[src/hw/rtl/hcbd_pkg.sv]
// ----------------------------------------------------------------------------
// hcbd_pkg
// Shared types and constants of the chunked body decoder: the classified
// byte that travels from front to back, parser phases and result kinds.
// ----------------------------------------------------------------------------
package hcbd_pkg;

	// queue between front and back
	localparam int QUEUE_DEPTH = 4;
	localparam int QUEUE_AW    = $clog2(QUEUE_DEPTH);

	// register map (byte address bit 2 selects the register)
	localparam logic REG_CHUNKED = 1'b0;
	localparam logic REG_STREAM  = 1'b1;

	// character codes
	localparam logic [7:0] CHR_ZERO = 8'h30;
	localparam logic [7:0] CHR_CR   = 8'h0d;
	localparam logic [7:0] CHR_LF   = 8'h0a;

	// result kinds
	typedef enum logic [1:0] {
		KIND_DATA = 2'd0,
		KIND_MARK = 2'd1,
		KIND_END  = 2'd2
	} kind_t;

	// parser phases
	typedef enum logic [2:0] {
		PH_SIZE       = 3'd0,
		PH_SIZE_LF    = 3'd1,
		PH_FIRST      = 3'd2,
		PH_DATA       = 3'd3,
		PH_TRAIL_CR   = 3'd4,
		PH_TRAIL_LF   = 3'd5,
		PH_AFTER_MARK = 3'd6
	} phase_t;

	// received byte with its character class
	typedef struct packed {
		logic [7:0] data;
		logic       is_hex;
		logic [3:0] hex_val;
		logic       is_white;
		logic       is_lf;
		logic       is_cr;
		logic       is_zero;
	} item_t;

endpackage

[src/hw/rtl/hcbd_front.sv]
// ----------------------------------------------------------------------------
// hcbd_front
// Input side: takes one byte per beat and classifies it (hex digit,
// whitespace, CR, LF, '0') before it enters the queue.
// ----------------------------------------------------------------------------
module hcbd_front (
	input  logic          s_tvalid,
	output logic          s_tready,
	input  logic [7:0]    s_tdata,   // [7:0] rx_byte
	input  logic          q_full,
	output logic          q_push,
	output hcbd_pkg::item_t q_item
);
	import hcbd_pkg::*;

	logic [7:0] b;

	assign b = s_tdata;

	// take a beat whenever the queue has room
	assign s_tready = !q_full;
	assign q_push   = s_tvalid && !q_full;

	// character classes
	always_comb begin
		q_item          = '0;
		q_item.data     = b;
		q_item.is_zero  = (b == CHR_ZERO);
		q_item.is_cr    = (b == CHR_CR);
		q_item.is_lf    = (b == CHR_LF);
		q_item.is_white = (b == 8'h20) || (b == 8'h09) || (b == 8'h0a) ||
			(b == 8'h0b) || (b == 8'h0c) || (b == 8'h0d);
		if (b >= 8'h30 && b <= 8'h39) begin
			q_item.is_hex  = 1'b1;
			q_item.hex_val = 4'(b - 8'h30);
		end else if (b >= 8'h61 && b <= 8'h66) begin
			q_item.is_hex  = 1'b1;
			q_item.hex_val = 4'(b - 8'h57);
		end else if (b >= 8'h41 && b <= 8'h46) begin
			q_item.is_hex  = 1'b1;
			q_item.hex_val = 4'(b - 8'h37);
		end
	end

endmodule

[src/hw/rtl/hcbd_queue.sv]
// ----------------------------------------------------------------------------
// hcbd_queue
// Short first-in first-out queue of classified bytes between the front
// and the parser, so that each side stalls on its own.
// ----------------------------------------------------------------------------
module hcbd_queue (
	input  logic            clk,
	input  logic            arst_n,
	input  logic            push,
	input  hcbd_pkg::item_t push_item,
	output logic            full,
	input  logic            pop,
	output logic            head_valid,
	output hcbd_pkg::item_t head_item
);
	import hcbd_pkg::*;

	item_t               slot_q [QUEUE_DEPTH];
	logic [QUEUE_AW-1:0] wr_ptr_q;
	logic [QUEUE_AW-1:0] rd_ptr_q;
	logic [QUEUE_AW:0]   count_q;

	assign full       = (count_q == (QUEUE_AW+1)'(QUEUE_DEPTH));
	assign head_valid = (count_q != '0);
	assign head_item  = slot_q[rd_ptr_q];

	// storage
	always_ff @(posedge clk) begin
		if (push) begin
			slot_q[wr_ptr_q] <= push_item;
		end
	end

	// pointers and fill count
	always_ff @(posedge clk or negedge arst_n) begin
		if (!arst_n) begin
			wr_ptr_q <= '0;
			rd_ptr_q <= '0;
			count_q  <= '0;
		end else begin
			if (push) begin
				wr_ptr_q <= wr_ptr_q + 1'b1;
			end
			if (pop) begin
				rd_ptr_q <= rd_ptr_q + 1'b1;
			end
			if (push && !pop) begin
				count_q <= count_q + 1'b1;
			end else if (pop && !push) begin
				count_q <= count_q - 1'b1;
			end
		end
	end

endmodule

[src/hw/rtl/hcbd_back.sv]
// ----------------------------------------------------------------------------
// hcbd_back
// Chunk parser: walks the size line, data and trailer one classified byte
// per cycle unless the output stalls, loading results into the output register.
// ----------------------------------------------------------------------------
module hcbd_back #(
	parameter int SIZE_BITS = 24
) (
	input  logic            clk,
	input  logic            arst_n,
	input  logic            chunked_en,
	input  logic            stream_en,
	input  logic            clear,
	input  logic            head_valid,
	input  hcbd_pkg::item_t head_item,
	output logic            pop,
	output logic            m_tvalid,
	input  logic            m_tready,
	output logic [15:0]     m_tdata,   // [7:0] out_byte, [8] framing_error, zero pad
	output logic [1:0]      m_tuser,   // [1:0] kind
	output logic            m_tlast    // is_last
);
	import hcbd_pkg::*;

	localparam logic [SIZE_BITS-1:0] SIZE_MAX = '1;

	phase_t               phase_q, phase_d;
	logic [SIZE_BITS-1:0] len_q, len_d;
	logic [SIZE_BITS-1:0] taken_q, taken_d;
	logic [SIZE_BITS-1:0] taken_inc;
	logic                 hex_stop_q, hex_stop_d;
	logic                 saw_cr_q, saw_cr_d;
	logic                 err_q, err_d;
	logic                 err_set;
	logic                 res_valid;
	kind_t                res_kind;
	logic [7:0]           res_byte;
	logic                 res_last;
	logic                 res_err;
	logic                 out_valid_q;
	kind_t                out_kind_q;
	logic [7:0]           out_byte_q;
	logic                 out_err_q;
	logic                 out_last_q;
	item_t                c;

	assign c         = head_item;
	assign pop       = head_valid && (!out_valid_q || m_tready);
	assign taken_inc = taken_q + 1'b1;

	// next state and result of the byte at the queue head
	always_comb begin
		phase_d    = phase_q;
		len_d      = len_q;
		taken_d    = taken_q;
		hex_stop_d = hex_stop_q;
		saw_cr_d   = saw_cr_q;
		err_set    = 1'b0;
		res_valid  = 1'b0;
		res_kind   = KIND_DATA;
		res_byte   = '0;
		res_last   = 1'b0;
		if (!chunked_en) begin
			res_valid = 1'b1;
			res_byte  = c.data;
		end else if (phase_q == PH_AFTER_MARK && c.is_zero) begin
			phase_d    = PH_SIZE;
			len_d      = '0;
			taken_d    = '0;
			hex_stop_d = 1'b0;
			saw_cr_d   = 1'b0;
			res_valid  = 1'b1;
			res_kind   = KIND_END;
			res_last   = 1'b1;
		end else begin
			case (phase_q)
				PH_SIZE, PH_AFTER_MARK, PH_SIZE_LF: begin
					if (phase_q == PH_SIZE_LF || c.is_lf) begin
						// end of the size line
						if (phase_q == PH_SIZE_LF && !(saw_cr_q && c.is_lf)) begin
							err_set = 1'b1;
						end
						hex_stop_d = 1'b0;
						saw_cr_d   = 1'b0;
						if (len_q == '0) begin
							phase_d   = PH_SIZE;
							taken_d   = '0;
							res_valid = 1'b1;
							res_kind  = KIND_END;
							res_last  = 1'b1;
						end else begin
							taken_d = '0;
							phase_d = PH_FIRST;
						end
					end else if (c.is_white) begin
						saw_cr_d = c.is_cr;
						phase_d  = PH_SIZE_LF;
					end else begin
						phase_d = PH_SIZE;
						if (!hex_stop_q && c.is_hex) begin
							// saturating accumulate of one hex digit
							if (len_q[SIZE_BITS-1 -: 4] != 4'd0) begin
								len_d = SIZE_MAX;
							end else begin
								len_d = {len_q[SIZE_BITS-5:0], c.hex_val};
							end
						end else begin
							hex_stop_d = 1'b1;
						end
					end
				end
				PH_FIRST, PH_DATA: begin
					if (phase_q == PH_FIRST && c.is_zero) begin
						phase_d = PH_DATA;
					end else begin
						taken_d   = taken_inc;
						phase_d   = (taken_inc >= len_q) ? PH_TRAIL_CR : PH_DATA;
						res_valid = 1'b1;
						res_byte  = c.data;
					end
				end
				PH_TRAIL_CR: begin
					saw_cr_d = c.is_cr;
					phase_d  = PH_TRAIL_LF;
				end
				PH_TRAIL_LF: begin
					if (!(saw_cr_q && c.is_lf)) begin
						err_set = 1'b1;
					end
					saw_cr_d = 1'b0;
					len_d    = '0;
					taken_d  = '0;
					if (stream_en) begin
						phase_d   = PH_AFTER_MARK;
						res_valid = 1'b1;
						res_kind  = KIND_MARK;
						res_byte  = CHR_LF;
					end else begin
						phase_d = PH_SIZE;
					end
				end
				default: begin
					phase_d    = PH_SIZE;
					len_d      = '0;
					taken_d    = '0;
					hex_stop_d = 1'b0;
					saw_cr_d   = 1'b0;
				end
			endcase
		end
		// pending framing error rides on the next chunked result
		res_err = chunked_en && (err_q || err_set);
		if (!chunked_en) begin
			err_d = err_q;
		end else if (res_valid) begin
			err_d = 1'b0;
		end else begin
			err_d = err_q || err_set;
		end
	end

	// parser state
	always_ff @(posedge clk or negedge arst_n) begin
		if (!arst_n) begin
			phase_q    <= PH_SIZE;
			len_q      <= '0;
			taken_q    <= '0;
			hex_stop_q <= 1'b0;
			saw_cr_q   <= 1'b0;
			err_q      <= 1'b0;
		end else if (clear) begin
			phase_q    <= PH_SIZE;
			len_q      <= '0;
			taken_q    <= '0;
			hex_stop_q <= 1'b0;
			saw_cr_q   <= 1'b0;
			err_q      <= 1'b0;
		end else if (pop) begin
			phase_q    <= phase_d;
			len_q      <= len_d;
			taken_q    <= taken_d;
			hex_stop_q <= hex_stop_d;
			saw_cr_q   <= saw_cr_d;
			err_q      <= err_d;
		end
	end

	// output register valid
	always_ff @(posedge clk or negedge arst_n) begin
		if (!arst_n) begin
			out_valid_q <= 1'b0;
		end else if (pop) begin
			out_valid_q <= res_valid;
		end else if (m_tready) begin
			out_valid_q <= 1'b0;
		end
	end

	// output register payload
	always_ff @(posedge clk) begin
		if (pop && res_valid) begin
			out_kind_q <= res_kind;
			out_byte_q <= res_byte;
			out_err_q  <= res_err;
			out_last_q <= res_last;
		end
	end

	assign m_tvalid = out_valid_q;
	assign m_tdata  = {7'd0, out_err_q, out_byte_q};
	assign m_tuser  = out_kind_q;
	assign m_tlast  = out_last_q;

endmodule

[src/hw/rtl/http_chunked_body_decoder.sv]
// ----------------------------------------------------------------------------
// http_chunked_body_decoder
// Chunked transfer body decoder with a stream byte input, a stream result
// output and an APB-style register port.
// ----------------------------------------------------------------------------
// Takes one body byte per clock and gives at most one result per byte, at
// a sustained rate of one byte per cycle while the output is taken. A byte
// accepted from the input is written into the queue, and the parser takes it
// from the queue head once the output register is free or being emptied,
// loading its result into the output register, from which it is offered.
// The four-entry queue between the byte classifier and the parser absorbs
// output stalls. Results: m_tuser is the kind (0 data, 1 chunk end newline
// marker, 2 end of body), m_tdata holds the byte and the framing error flag,
// m_tlast marks end of body. Register 0 (address 0) enables chunked decoding
// and each write to it restarts the parser; register 1 (address 4) enables
// the chunk end markers. Write registers only while no byte is queued or in
// flight.
module http_chunked_body_decoder #(
	parameter int SIZE_BITS = 24
) (
	input  logic        clk,
	input  logic        arst_n,
	// byte input
	input  logic        s_tvalid,
	output logic        s_tready,
	input  logic [7:0]  s_tdata,   // [7:0] rx_byte
	// result output
	output logic        m_tvalid,
	input  logic        m_tready,
	output logic [15:0] m_tdata,   // [7:0] out_byte, [8] framing_error, zero pad
	output logic [1:0]  m_tuser,   // [1:0] kind
	output logic        m_tlast,   // is_last
	// register port
	input  logic        psel,
	input  logic        penable,
	input  logic        pwrite,
	input  logic [2:0]  paddr,
	input  logic [31:0] pwdata,
	output logic [31:0] prdata,
	output logic        pready
);
	import hcbd_pkg::*;

	logic  chunked_q;
	logic  stream_q;
	logic  cfg_wr;
	logic  cfg_clear;
	logic  q_full;
	logic  q_push;
	item_t q_in;
	logic  q_pop;
	logic  q_valid;
	item_t q_head;

	// register port
	assign pready    = 1'b1;
	assign cfg_wr    = psel && penable && pwrite && pready;
	assign cfg_clear = cfg_wr && (paddr[2] == REG_CHUNKED);
	assign prdata    = (paddr[2] == REG_STREAM) ? {31'd0, stream_q} : {31'd0, chunked_q};

	always_ff @(posedge clk or negedge arst_n) begin
		if (!arst_n) begin
			chunked_q <= 1'b0;
			stream_q  <= 1'b0;
		end else if (cfg_wr) begin
			if (paddr[2] == REG_CHUNKED) begin
				chunked_q <= pwdata[0];
			end else begin
				stream_q <= pwdata[0];
			end
		end
	end

	hcbd_front u_front (
		.s_tvalid (s_tvalid),
		.s_tready (s_tready),
		.s_tdata  (s_tdata),
		.q_full   (q_full),
		.q_push   (q_push),
		.q_item   (q_in)
	);

	hcbd_queue u_queue (
		.clk        (clk),
		.arst_n     (arst_n),
		.push       (q_push),
		.push_item  (q_in),
		.full       (q_full),
		.pop        (q_pop),
		.head_valid (q_valid),
		.head_item  (q_head)
	);

	hcbd_back #(
		.SIZE_BITS (SIZE_BITS)
	) u_back (
		.clk        (clk),
		.arst_n     (arst_n),
		.chunked_en (chunked_q),
		.stream_en  (stream_q),
		.clear      (cfg_clear),
		.head_valid (q_valid),
		.head_item  (q_head),
		.pop        (q_pop),
		.m_tvalid   (m_tvalid),
		.m_tready   (m_tready),
		.m_tdata    (m_tdata),
		.m_tuser    (m_tuser),
		.m_tlast    (m_tlast)
	);

endmodule

[config.mk]
export PLATFORM = sky130hd
export DESIGN_NAME = http_chunked_body_decoder
export DESIGN_NICKNAME = d
export VERILOG_FILES = /design/src/hw/rtl/hcbd_pkg.sv /design/src/hw/rtl/hcbd_front.sv /design/src/hw/rtl/hcbd_queue.sv /design/src/hw/rtl/hcbd_back.sv /design/src/hw/rtl/http_chunked_body_decoder.sv
export SDC_FILE = /design/constraint.sdc
export NUM_CORES = 1
export LEC_CHECK = 0
export BUFFER_PORTS_ARGS = -buffer_cell sky130_fd_sc_hd__buf_2
export CORE_ASPECT_RATIO = 1.4
export CORE_UTILIZATION = 45
export CTS_CLUSTER_DIAMETER = 60
export DETAILED_ROUTE_END_ITERATION = 10
export PLACE_DENSITY_LB_ADDON = 0.25
export SLEW_MARGIN = 20
export SYNTH_ARGS = -nofsm -noshare
export SYNTH_HDL_FRONTEND = slang
export SYNTH_SLANG_ARGS = --single-unit
[constraint.sdc]
create_clock -name clk -period 4.55 [get_ports clk]
set_clock_uncertainty 0.05 [all_clocks]
set_input_delay 1.1375 -clock clk [delete_from_list [all_inputs] [get_ports clk]]
set_output_delay 1.1375 -clock clk [all_outputs]
set_load 0.01 [all_outputs]
==> results of run 1 <==
==> critical path, cell delays in order (launching register included) <==
cell                       delay, ns
sky130_fd_sc_hd__dfrtp_1        0.45
sky130_fd_sc_hd__nand3_1        0.25
sky130_fd_sc_hd__nor4_4         0.32
sky130_fd_sc_hd__buf_4          0.21
sky130_fd_sc_hd__and4_1         0.31
sky130_fd_sc_hd__nand3_1        0.16
sky130_fd_sc_hd__xnor2_1        0.23
sky130_fd_sc_hd__ha_1           0.29
sky130_fd_sc_hd__nand4_1        0.16
sky130_fd_sc_hd__nor4_1         0.07
sky130_fd_sc_hd__buf_4          0.15
sky130_fd_sc_hd__a222oi_1       0.29
sky130_fd_sc_hd__nand2_1        0.16
sky130_fd_sc_hd__a31oi_1        0.27
sky130_fd_sc_hd__o22ai_1        0.13
==> cell families after synthesis <==
kind of cell | count (synthesis) | share of synthesized area (%)
fa+ha+maj | 36 | 5.99
simple gates | 190 | 12.7
xor+xnor | 28 | 3.21
compound gates | 133 | 12.1
other cells | 2 | 0.0983
flops | 144 | 52.4
mux | 23 | 5.88
buf+inv | 105 | 7.62
==> state kept, by name (all words and copies together), names as in the netlist, 2 cells and up <==
register           count
u_queue.rd_ptr_q       2
u_queue.count_q        3
u_queue.slot_q        68
u_back.phase_q         3
u_back.m_tuser         2
u_back.taken_q        24
u_queue.wr_ptr_q       2
u_back.out_byte_q      8
u_back.len_q          24
==> power groups by stage <==
stage,Combinational (W),Sequential [W],Clock [W]
3_3_place_gp,0.00116,0.00184,0
2_1_floorplan,0.000923,0.00181,0
5_1_grt,0.00132,0.00185,0.00147
6_report,0.00119,0.00182,0.00139
4_1_cts,0.00121,0.00183,0.00142
3_5_place_dp,0.00121,0.00185,0
==> how the worst max path moves through the flow <==
stage / endpoint / slack (ns)
detailed placement: u_back.taken_q[7] / 0.84
floorplan: u_back.phase_q[0] / 1.25
global placement: u_back.phase_q[2] / 0.93
CTS: u_back.phase_q[2] / 0.87
global route: u_back.phase_q[2] / 0.65
finish: u_back.phase_q[2] / 0.92
==> synth_stat cells, types with 3 or more instances <==
cell,n
sky130_fd_sc_hd__o31ai_1,11
sky130_fd_sc_hd__buf_6,3
sky130_fd_sc_hd__nand3_1,18
sky130_fd_sc_hd__clkbuf_1,12
sky130_fd_sc_hd__nand2b_1,7
sky130_fd_sc_hd__and4_1,4
sky130_fd_sc_hd__inv_1,39
sky130_fd_sc_hd__edfxtp_1,80
sky130_fd_sc_hd__o21ai_0,34
sky130_fd_sc_hd__nor2b_1,14
sky130_fd_sc_hd__o2bb2ai_1,24
sky130_fd_sc_hd__a31oi_1,8
sky130_fd_sc_hd__buf_2,8
sky130_fd_sc_hd__a21oi_1,25
sky130_fd_sc_hd__xor2_1,9
sky130_fd_sc_hd__and3_1,11
sky130_fd_sc_hd__a41o_1,4
sky130_fd_sc_hd__nand2_1,50
sky130_fd_sc_hd__mux2_2,5
sky130_fd_sc_hd__and2_1,7
sky130_fd_sc_hd__mux4_2,17
sky130_fd_sc_hd__a21o_1,3
sky130_fd_sc_hd__nor4_1,7
sky130_fd_sc_hd__xnor2_1,19
sky130_fd_sc_hd__nor2_1,50
sky130_fd_sc_hd__buf_4,41
sky130_fd_sc_hd__dfrtp_1,64
sky130_fd_sc_hd__ha_1,35
sky130_fd_sc_hd__nand4_1,8
==> area by class of cell <==
| class | count | area (µm²) | share of cell area (%) |
|---|---|---|---|
| Clock inverter | 15 | 191 | 2.27 |
| Timing Repair Buffer | 41 | 230 | 2.73 |
| Multi-Input combinational cell | 449 | 3190 | 37.8 |
| Sequential cell | 144 | 4000 | 47.4 |
| Inverter | 39 | 146 | 1.73 |
| Clock buffer | 17 | 425 | 5.04 |
| Tap cell | 203 | 254 | 3.01 |
==> through the flow <==
stage / util, % / area, µm² / hold slack (ns) / power [W]
floorplan: - / 7780 / 0.405 / 0.00273
global placement: 46.9 / 7830 / 0.420 / 0.00300
detailed placement: 46.9 / 7830 / 0.426 / 0.00306
CTS: 50.6 / 8440 / 0.440 / 0.00446
global route: 50.6 / 8440 / 0.457 / 0.00464
finish: 50.6 / 8440 / 0.433 / 0.00441
==> metal layers <==
metal / global-route usage (%) / up-vias
met5: 0 / -
met4: 8.57 / 0
met3: 3.34 / 23
met2: 33.3 / 90
met1: 20.9 / 2476
li1: - / 2405
==> results.txt, run 1 <==
----------------------------------------------------
[Status]
  Run status ... finished with violations
  Failing checks ... DRC

[Floorplanning]
  I/O Pins ... 104
  Core region area ... 16700 µm²
  Row count ... 56
  Vertical die dimension ... 156 µm
  Initial core utilization ... 45.8%
  Horiz. Die Dim ... 112 µm
  Die Outline Area ... 17500 µm²

[Global route]
  Global-route wire length before repair ... 24800 µm
  Number of antenna violations at the first check in global routing ... 0
  Number of global-route vias before repair ... 4890
  Total routing usage reported by global routing ... 18.4%
  Pin count of the biggest net entering global routing ... 41
  Total congestion overflow after global routing ... 0

[Critical path]
  Worst path arrival time ... 3.87 ns
  Maximum net fanout on the critical path ... 7
  FF-to-FF path depth ... 14
  Startpoint of the lowest-slack register-to-register path ... u_back.taken_q[2]
  Crit end category ... register
  Kind of critical path ... reg2reg
  CP Launch Point ... u_back.taken_q[2]
  Worst reg2reg setup slack ... 0.92 ns
  R2r endpoint ... u_back.phase_q[2]
  Required time reported for the critical path endpoint ... 4.79 ns
  Startpoint types ... register

[Final layout]
  Area growth from synthesis to final layout ... 10.5%
  Post-route insts no fill ... 908
  Antenna diodes ... 0
  Most frequent cells in the layout ... sky130_fd_sc_hd__edfxtp_1 (80), sky130_fd_sc_hd__dfrtp_1 (64), sky130_fd_sc_hd__nand2_1 (50), sky130_fd_sc_hd__nor2_1 (50)
  Fraction of final layout cells with drive strength greater than 1 ... 14.6%
  # nets final ... 778
  Count of filler cells inserted in the layout ... 1453
  Leading cell type in the layout, fill and taps excluded ... sky130_fd_sc_hd__edfxtp_1

[Yosys]
  Yosys synthesis warning count ... 0
  Post-synthesis sequential element count ... 144
  Synth cell types ... 65
  Library cell with the largest summed area after synthesis ... sky130_fd_sc_hd__edfxtp_1
  Sequential share of the synthesized area ... 52.4%
  Number of enable flip-flop cells after synthesis ... 80
  Primary flip-flop cell chosen by synthesis mapping ... sky130_fd_sc_hd__edfxtp_1
  Largest cells by area after synthesis ... sky130_fd_sc_hd__edfxtp_1 (31%), sky130_fd_sc_hd__dfrtp_1 (21%), sky130_fd_sc_hd__ha_1 (5.7%)
  Average cell area after synthesis ... 11.6 µm²
  Cell count after synthesis ... 661
  Fraction of synthesis flops using an asynchronous set or reset pin ... 44.4%
  Yosys top cell area share ... 31.4%
  Summed instance area of the synthesized netlist ... 7640 µm²

[Route]
  Post-route DRC violation count ... 1
  DRC marker count from the first detailed-route iteration ... 300
  Total number of vias ... 4994
  Via/cell ratio ... 5.50
  Detailed Route WL ... 15300 µm
  Met3 WL post-DR ... 360 µm
  Top routing layer in use ... met4
  Met2 layer wire length in the routed design ... 8470 µm
  Routed metal-1 wirelength ... 6060 µm
  Total iterations of the first detailed-routing run ... 9
  Antenna viol nets, final ... 0
  Post-DR wirelength/cell ... 16.8 µm

[Clock network]
  Deepest clock path buffer count ... 2
  # Post-CTS Setup Buffers ... 0
  Hold-fix buffer count after cts ... 0
  Number of instances resized during post-cts repair ... 0
  CTS tree ... yes
  Clock buffer count from CTS ... 17
  CTS H-tree depth ... 4
  Clk Tree Root Cell ... sky130_fd_sc_hd__clkbuf_16
  Sinks on Clock Net ... 144
  Clock latency on the worst-skew pair ... 0.43 ns
  Clock transition at the registers of the reported paths ... 0.07 ns

[Timing]
  # setup viols final ... 0
  Measured slew at the worst slew-check pin ... 1.00 ns
  Max-slew headroom at the worst pin ... 33.0%
  Final WS setup ... 0.921 ns
  Final worst path period share ... 79.8%
  Fin. max-slew vios ... 0
  Number of hold-slack violations in the final timing report ... 0
  Final period demand of the worst path ... 3.63 ns
  Setup_tns ... 0 ns
  RSZ-0062 raised after global routing ... false
  Maximum frequency from static timing analysis ... 276 MHz

[Power]
  Combinational Power Share ... 27.1%
  Cell internal pwr ... 0.00292 W
  Psw ... 0.00149 W
  Leakage power of the design ... 3.54 nW
  Switching power as a share of total power ... 33.7%
  Power Dens Cells ... 522 nW/µm²
  Part of the total power dissipated in sequential elements ... 41.3%
  Clk pwr share ... 31.6%
  Worst voltage drop across the vdd grid ... 0.370 mV

[Placed design]
  Post-place setup slack ... 0.839 ns
  HPWL after detailed placement ... 11000 µm
  Placer's final routability congestion estimate ... 0.780
  Placed insts ... 876
  Port bufs ... 31

[Min path]
  Worst hold path stage count ... 1
  Hold Crit Class ... reg2reg
  Hold path startpoint ... u_queue.count_q[2]
  Worst-case hold path end point ... u_queue.count_q[2]

[Run]
  Count of maximum capacitance violations ... 0

----------------------------------------------------
Power figures use the tool's default switching activity.
==> run 2, diff against run 1 <==
clock period = 3.25 ns   (was 4.55 ns; I/O delays follow)
==> run 2 against run 1 <==
Compared with the run above:
- the run still ends with DRC left
- cell count grew 3.4%
- first-iteration DRC count shrank 10%
- clock power grew 41%
- die area is the same
- total power grew 45%
- critical path depth shrank 1
- flip-flop and latch count is the same
==> results.txt, run 2 (same netlist as run 1, synthesis figures left out) <==
----------------------------------------------------
[Floorplanning]
  Horiz. Die Dim ... 112 µm (unchanged)
  Vertical die dimension ... 156 µm (unchanged)
  Initial core utilization ... 45.8% (unchanged)
  I/O Pins ... 104 (unchanged)
  Die Outline Area ... 17500 µm² (unchanged)
  Core region area ... 16700 µm² (unchanged)
  Row count ... 56 (unchanged)

[Critical path]
  Worst reg2reg setup slack ... 0.15 ns (-0.78 ns)
  Cell Chain, Critical Path ... nand2_2 -> nor4_4 -> buf_4 -> and4_1 -> nand3_1 -> xnor2_1 -> ha_1 -> nand4_1 -> nor4_2 -> a222oi_1 -> nand2_1 -> a31oi_2 -> a221o_1
  Kind of critical path ... reg2reg
  Maximum net fanout on the critical path ... 4 (-3)
  Worst path arrival time ... 3.37 ns (-0.50 ns)
  Top Family by Delay on Critical Path ... simple AND/OR/NAND/NOR gates
  Critical path buffer and inverter count ... 1 (-1)
  Critical-path cell with the highest stage delay ... sky130_fd_sc_hd__dfrtp_1
  Crit end category ... register
  Startpoint types ... register
  Required time reported for the critical path endpoint ... 3.52 ns (-1.27 ns)
  Max incr delay on CP ... 0.42 ns (-0.03 ns)

[Final layout]
  Antenna diodes ... 0 (unchanged)
  Top flop regs ... u_queue.slot_q x68, u_back.len_q x24, u_back.taken_q x24
  Register with the highest flop count ... u_queue.slot_q
  Most frequent cells in the layout ... sky130_fd_sc_hd__edfxtp_1 (80), sky130_fd_sc_hd__dfrtp_1 (61), sky130_fd_sc_hd__nor2_1 (50)
  # nets final ... 809 (+4.0%)
  Fraction of final layout cells with drive strength greater than 1 ... 19.4% (+4.8 points)
  Area occupied by registers ... 4010 µm² (about the same)
  Area growth from synthesis to final layout ... 13.9%
  Leading cell type in the layout, fill and taps excluded ... sky130_fd_sc_hd__edfxtp_1
  End-of-flow core utilization ... 52.2% (+1.6 points)
  Largest register FFs ... 68 (unchanged)
  Area of the multi-input gates ... 3220 µm² (+0.90%)
  Count of filler cells inserted in the layout ... 1459 (+0.41%)

[Clock network]
  Clock latency on the worst-skew pair ... 0.43 ns (about the same)
  Sinks on Clock Net ... 144 (unchanged)
  Clock buffer count from CTS ... 17 (unchanged)
  Clk Tree Root Cell ... sky130_fd_sc_hd__clkbuf_16
  CTS tree ... yes
  Clock transition at the registers of the reported paths ... 0.07 ns (about the same)
  Deepest clock path buffer count ... 2 (unchanged)
  CTS H-tree depth ... 4 (unchanged)
  Hold-fix buffer count after cts ... 0 (unchanged)

[Global route]
  Global-route wire length before repair ... 26200 µm (+5.9%)
  Total congestion overflow after global routing ... 0 (unchanged)
  Pin count of the biggest net entering global routing ... 30 (-27%)
  Number of global-route vias before repair ... 5300 (+8.4%)
  Total routing usage reported by global routing ... 19.6% (+1.2 points)
  Number of antenna violations at the first check in global routing ... 0 (unchanged)

[Route]
  Total number of vias ... 5244 (+5.0%)
  Post-DR wirelength/cell ... 17.2 µm (+2.3%)
  Total iterations of the first detailed-routing run ... 10 (+1)
  Antenna viol nets, final ... 0 (unchanged)
  Via/cell ratio ... 5.58 (+1.5%)
  Detailed Route WL ... 16100 µm (+5.8%)
  Post-route DRC violation count ... 3 (+2)
  DRC marker count from the first detailed-route iteration ... 270 (-10%)

[Timing]
  Number of hold-slack violations in the final timing report ... 0 (unchanged)
  Final WS setup ... 0.146 ns (-0.775 ns)
  Final worst path period share ... 95.5% (+16 points)
  Setup_tns ... 0 ns (unchanged)
  Max-slew headroom at the worst pin ... 39.1% (+6.1 points)
  # setup viols final ... 0 (unchanged)
  Fin. max-slew vios ... 0 (unchanged)
  Measured slew at the worst slew-check pin ... 0.910 ns (-0.0912 ns)
  Maximum frequency from static timing analysis ... 322 MHz (+17%)
  Final period demand of the worst path ... 3.10 ns (-0.525 ns)

[Run]
  Count of maximum capacitance violations ... 0 (unchanged)

[Placed design]
  Post-place setup slack ... -0.0657 ns (-0.905 ns)
  Port bufs ... 31 (unchanged)
  Placer's final routability congestion estimate ... 0.833 (+6.8%)
  HPWL after detailed placement ... 11600 µm (+5.1%)

[Power]
  Power Dens Cells ... 733 nW/µm² (+40%)
  Worst voltage drop across the vdd grid ... 0.498 mV (+34%)
  Leakage power of the design ... 3.70 nW (+4.4%)

[Status]
  Failing checks ... DRC
  Run status ... finished with violations

[Min path]
  Hold Crit Class ... in2async

----------------------------------------------------
==> run 2: changes by cell type in the layout (fill, tap and decap cells not counted), moves of 2 or more <==
cell                       before  now
sky130_fd_sc_hd__buf_4         10   41
sky130_fd_sc_hd__inv_8          3    7
sky130_fd_sc_hd__dfrtp_1       64   61
sky130_fd_sc_hd__dfrtp_2        0    3
sky130_fd_sc_hd__clkinv_8       7    5
sky130_fd_sc_hd__nand3_1       18   16
sky130_fd_sc_hd__nand3_2        0    2
==> run 2: final timing paths <==
| kind | cells after the start | end | from |
|---|---|---|---|
| worst min register to register | 1 | u_back.len_q[20] | u_back.len_q[20] |
| max in group asynchronous | 2 | u_back.taken_q[5] | arst_n |
| min in group clk | 1 | u_back.len_q[20] | u_back.len_q[20] |
| worst max register to register | 13 | u_back.phase_q[0] | u_back.taken_q[11] |
| worst max-delay path | 13 | u_back.phase_q[0] | u_back.taken_q[11] |
| worst min-delay path | 1 | u_queue.count_q[1] | arst_n |
==> run 2: timing repair <==
action	CTS	global route
pin swaps	1	3
gates resized for setup	2	6
endpoints found under the setup margin	1	3
setup buffers	0	3
==> run 2: area by class of cell <==
| cell class | count | share of cell area (%) |
|---|---|---|
| Sequential cell | 144 | 46.0 |
| Timing Repair Buffer | 72 | 5.32 |
| Multi-Input combinational cell | 449 | 37.0 |
| Inverter | 39 | 1.68 |
| Clock buffer | 17 | 4.89 |
| Tap cell | 203 | 2.92 |
| Clock inverter | 15 | 2.14 |
==> run 2: metal layers <==
layer | routed length [µm] | global-route usage, % | up-vias
met4 | 450 | 10.5 | 0
met2 | 9100 | 36.4 | 113
li1 | - | - | 2456
met3 | 460 | 3.50 | 26
met5 | 0 | 0 | -
met1 | 6140 | 21.0 | 2649
==> run 2: power by group <==
group	internal (W)	switching (W)	leakage [nW]	total, W
clock	0.00105	0.000914	0.299	0.00196
sequential	0.00234	0.000200	1.63	0.00254
combinational	0.000810	0.00107	1.76	0.00187
total	0.00420	0.00218	3.70	0.00638
==> run 2: per-stage QoR <==
stage,area (µm²),power (W),hold slack (ns),cells
2_1_floorplan,7780,0.00382,0.405,698
3_3_place_gp,8040,0.00436,0.419,904
3_5_place_dp,8040,0.00446,0.424,904
4_1_cts,8660,0.00644,0.259,936
5_1_grt,8700,0.00671,0.293,939
6_report,8700,0.00638,0.260,939
==> run 3, diff against run 2 <==
--- a/config.mk
+++ b/config.mk
@@ -7,4 +7,5 @@
 export LEC_CHECK = 0
 export BUFFER_PORTS_ARGS = -buffer_cell sky130_fd_sc_hd__buf_2
+export CAP_MARGIN = 30
 export CORE_ASPECT_RATIO = 1.4
 export CORE_UTILIZATION = 45
--- a/constraint.sdc
+++ b/constraint.sdc
@@ -3,3 +3,3 @@
 set_input_delay 0.8125 -clock clk [delete_from_list [all_inputs] [get_ports clk]]
 set_output_delay 0.8125 -clock clk [all_outputs]
-set_load 0.01 [all_outputs]
+set_load 0.05 [all_outputs]
==> run 3 against run 2 <==
Compared with the run above:
- via count fell by 0.44%
- sequential power about the same
- the flow still finishes with violations (DRC)
- largest power group unchanged
- count of clock-buffer cells in the layout did not move
- hold slack better by 0.014 ns
- cell count grew 0.75%
- non-clock buffer count increased by 7
- clock power down 3%
- maximum frequency decreased by 0.22%
- highest routed layer unchanged
- worst setup slack worse by 0.0067 ns
- sequential share of layout area is 0.39 points lower
==> results.txt, run 3 (same netlist as run 1, synthesis figures left out) <==
----------------------------------------------------
[Power]
  Clk pwr share ... 28.5% (-2.3 points)
  Part of the total power dissipated in sequential elements ... 38.0% (-1.9 points)
  Psw ... 0.00250 W (+15%)
  Power Dens Cells ... 762 nW/µm² (+3.9%)
  Combinational Power Share ... 33.5% (+4.1 points)
  Leakage power of the design ... 3.73 nW (+0.95%)
  Cell internal pwr ... 0.00419 W (-0.29%)
  Worst voltage drop across the vdd grid ... 0.455 mV (-8.5%)
  Switching power as a share of total power ... 37.3% (+3.2 points)

[Critical path]
  Cell Chain, Critical Path ... nand4_1 -> nor4_4 -> buf_4 -> and4_4 -> buf_6 -> xor2_2 -> ha_1 -> a21o_1 -> a21o_1 -> a222oi_1 -> nand2_1 -> a31o_2 -> a41oi_2
  Worst path arrival time ... 3.40 ns (+0.03 ns)
  Startpoint of the lowest-slack register-to-register path ... u_back.taken_q[8]
  Top Family by Delay on Critical Path ... compound AO/OA/AOI/OAI gates
  Critical-path cell with the highest stage delay ... sky130_fd_sc_hd__dfrtp_1
  Max incr delay on CP ... 0.36 ns (-0.06 ns)
  Crit end category ... register
  Kind of critical path ... reg2reg
  Startpoint types ... register
  Required time reported for the critical path endpoint ... 3.54 ns (+0.02 ns)
  Maximum net fanout on the critical path ... 4 (unchanged)
  R2r endpoint ... u_back.phase_q[1]
  Worst reg2reg setup slack ... 0.14 ns (about the same)
  Critical path buffer and inverter count ... 2 (+1)
  FF-to-FF path depth ... 13 (unchanged)
  Cell type with the highest occurrence count on the critical path ... sky130_fd_sc_hd__a21o_1

[Route]
  Via/cell ratio ... 5.52 (-1.2%)
  Total number of vias ... 5221 (-0.44%)
  Post-DR wirelength/cell ... 17.0 µm (-1.1%)
  Total iterations of the first detailed-routing run ... 10 (unchanged)
  Antenna viol nets, final ... 0 (unchanged)
  Detailed Route WL ... 16100 µm (-0.35%)
  Post-route DRC violation count ... 1 (-2)
  DRC marker count from the first detailed-route iteration ... 208 (-23%)

[Floorplanning]
  Vertical die dimension ... 156 µm (unchanged)
  Core region area ... 16700 µm² (unchanged)
  I/O Pins ... 104 (unchanged)
  Horiz. Die Dim ... 112 µm (unchanged)
  Initial core utilization ... 45.8% (unchanged)
  Row count ... 56 (unchanged)
  Die Outline Area ... 17500 µm² (unchanged)

[Final layout]
  Register with the highest flop count ... u_queue.slot_q
  Post-route insts no fill ... 946 (+0.75%)
  Fraction of final layout cells with drive strength greater than 1 ... 20.7% (+1.3 points)
  # nets final ... 816 (+0.87%)
  Largest register FFs ... 68 (unchanged)
  Top flop regs ... u_queue.slot_q x68, u_back.len_q x24, u_back.taken_q x24
  Area growth from synthesis to final layout ... 14.9%
  Leading cell type in the layout, fill and taps excluded ... sky130_fd_sc_hd__edfxtp_1
  Antenna diodes ... 0 (unchanged)
  Count of filler cells inserted in the layout ... 1480 (+1.4%)
  Most frequent cells in the layout ... sky130_fd_sc_hd__edfxtp_1 (80), sky130_fd_sc_hd__dfrtp_1 (62), sky130_fd_sc_hd__nand2_1 (50), sky130_fd_sc_hd__nor2_1 (50), sky130_fd_sc_hd__buf_4 (45)
  Post-layout instance area ... 8780 µm² (+0.82%)

[Timing]
  Max-slew headroom at the worst pin ... 35.9% (-3.2 points)
  Number of hold-slack violations in the final timing report ... 0 (unchanged)
  Min Hold Slack ... 0.275 ns (+0.0144 ns)
  Final period demand of the worst path ... 3.11 ns (+0.00671 ns)
  Measured slew at the worst slew-check pin ... 0.958 ns (+0.0476 ns)
  Final worst path period share ... 95.7% (+0.21 points)
  # setup viols final ... 0 (unchanged)
  Fin. max-slew vios ... 0 (unchanged)
  Maximum frequency from static timing analysis ... 321 MHz (-0.22%)
  Final WS setup ... 0.139 ns (-0.00671 ns)

[Clock network]
  Deepest clock path buffer count ... 2 (unchanged)
  Sinks on Clock Net ... 144 (unchanged)
  Clk Tree Root Cell ... sky130_fd_sc_hd__clkbuf_16
  CTS H-tree depth ... 4 (unchanged)
  Hold-fix buffer count after cts ... 0 (unchanged)
  Clock transition at the registers of the reported paths ... 0.06 ns (about the same)
  Clock buffer count from CTS ... 17 (unchanged)
  Clock latency on the worst-skew pair ... 0.43 ns (about the same)
  CTS tree ... yes

[Min path]
  Hold Crit Class ... in2async

[Placed design]
  HPWL after detailed placement ... 11600 µm (-0.24%)
  Placed insts ... 905 (+0.11%)
  Placed cell area ... 8040 µm² (about the same)
  Port bufs ... 31 (unchanged)
  Placer's final routability congestion estimate ... 0.833 (unchanged)
  Post-place setup slack ... -0.0406 ns (+0.0251 ns)

[Global route]
  Number of antenna violations at the first check in global routing ... 0 (unchanged)
  Pin count of the biggest net entering global routing ... 30 (unchanged)
  Global-route wire length before repair ... 26000 µm (-0.98%)
  Total congestion overflow after global routing ... 0 (unchanged)
  Total routing usage reported by global routing ... 19.3% (-0.28 points)
  Number of global-route vias before repair ... 5302 (+0.038%)

[Status]
  Failing checks ... DRC
  Run status ... finished with violations

[Run]
  Count of maximum capacitance violations ... 0 (unchanged)

----------------------------------------------------
[run 3: cell count changes in the layout (fill, tap and decap cells not counted), sizes merged]
| cell | previous run | this run |
|---|---|---|
| buf | 72 | 79 |
| clkinv | 6 | 3 |
| clkinvlp | 0 | 3 |
[run 3: power groups by stage]
stage	combinational (W)	clock, W	sequential, W
after floorplan	0.00142	0	0.00277
after global placement	0.00216	0	0.00255
after detailed placement	0.00224	0	0.00258
after CTS	0.00225	0.00194	0.00254
after global routing	0.00242	0.00201	0.00258
final	0.00224	0.00190	0.00254
[run 3: per-stage QoR]
step                util, %  total power, W  TNS [ns]
floorplan                 -         0.00418         0
global placement       48.2         0.00472         0
detailed placement     48.2         0.00481   -0.0406
CTS                    51.9         0.00674         0
global route           52.6         0.00701    -0.118
finish                 52.6         0.00669         0
[run 3: worst max-delay path by stage]
stage / start / end / cells after the start
3_5_place_dp: u_back.taken_q[2] / u_back.phase_q[0] / 12
4_1_cts: u_back.taken_q[6] / u_back.phase_q[0] / 12
6_report: u_back.taken_q[8] / u_back.phase_q[1] / 13
5_1_grt: u_back.taken_q[8] / u_back.phase_q[1] / 13
3_3_place_gp: u_back.taken_q[6] / u_back.phase_q[0] / 12
2_1_floorplan: u_back.taken_q[2] / u_back.phase_q[0] / 13
[run 3: layout make-up]
type,instances,area [µm²],share of cell area [%]
Clock buffer,17,425,4.85
Clock inverter,15,165,1.88
Inverter,39,146,1.67
Multi-Input combinational cell,449,3260,37.1
Sequential cell,144,4010,45.7
Tap cell,203,254,2.89
Timing Repair Buffer,79,520,5.93
[run 3: metal layers]
metal,routed length [µm],track usage (%),up-vias,part of all wire [%]
met5,0,0,-,0
met4,453,10.4,0,2.8
met2,8920,36.0,117,55
met3,440,3.15,31,2.7
li1,-,-,2467,-
met1,6270,20.7,2606,39
[run 3: what timing repair did]
action,4_1_cts,5_1_grt
setup endpoints to repair,1,3
pin swaps,1,8
buffers inserted,0,9
resized for setup,3,13
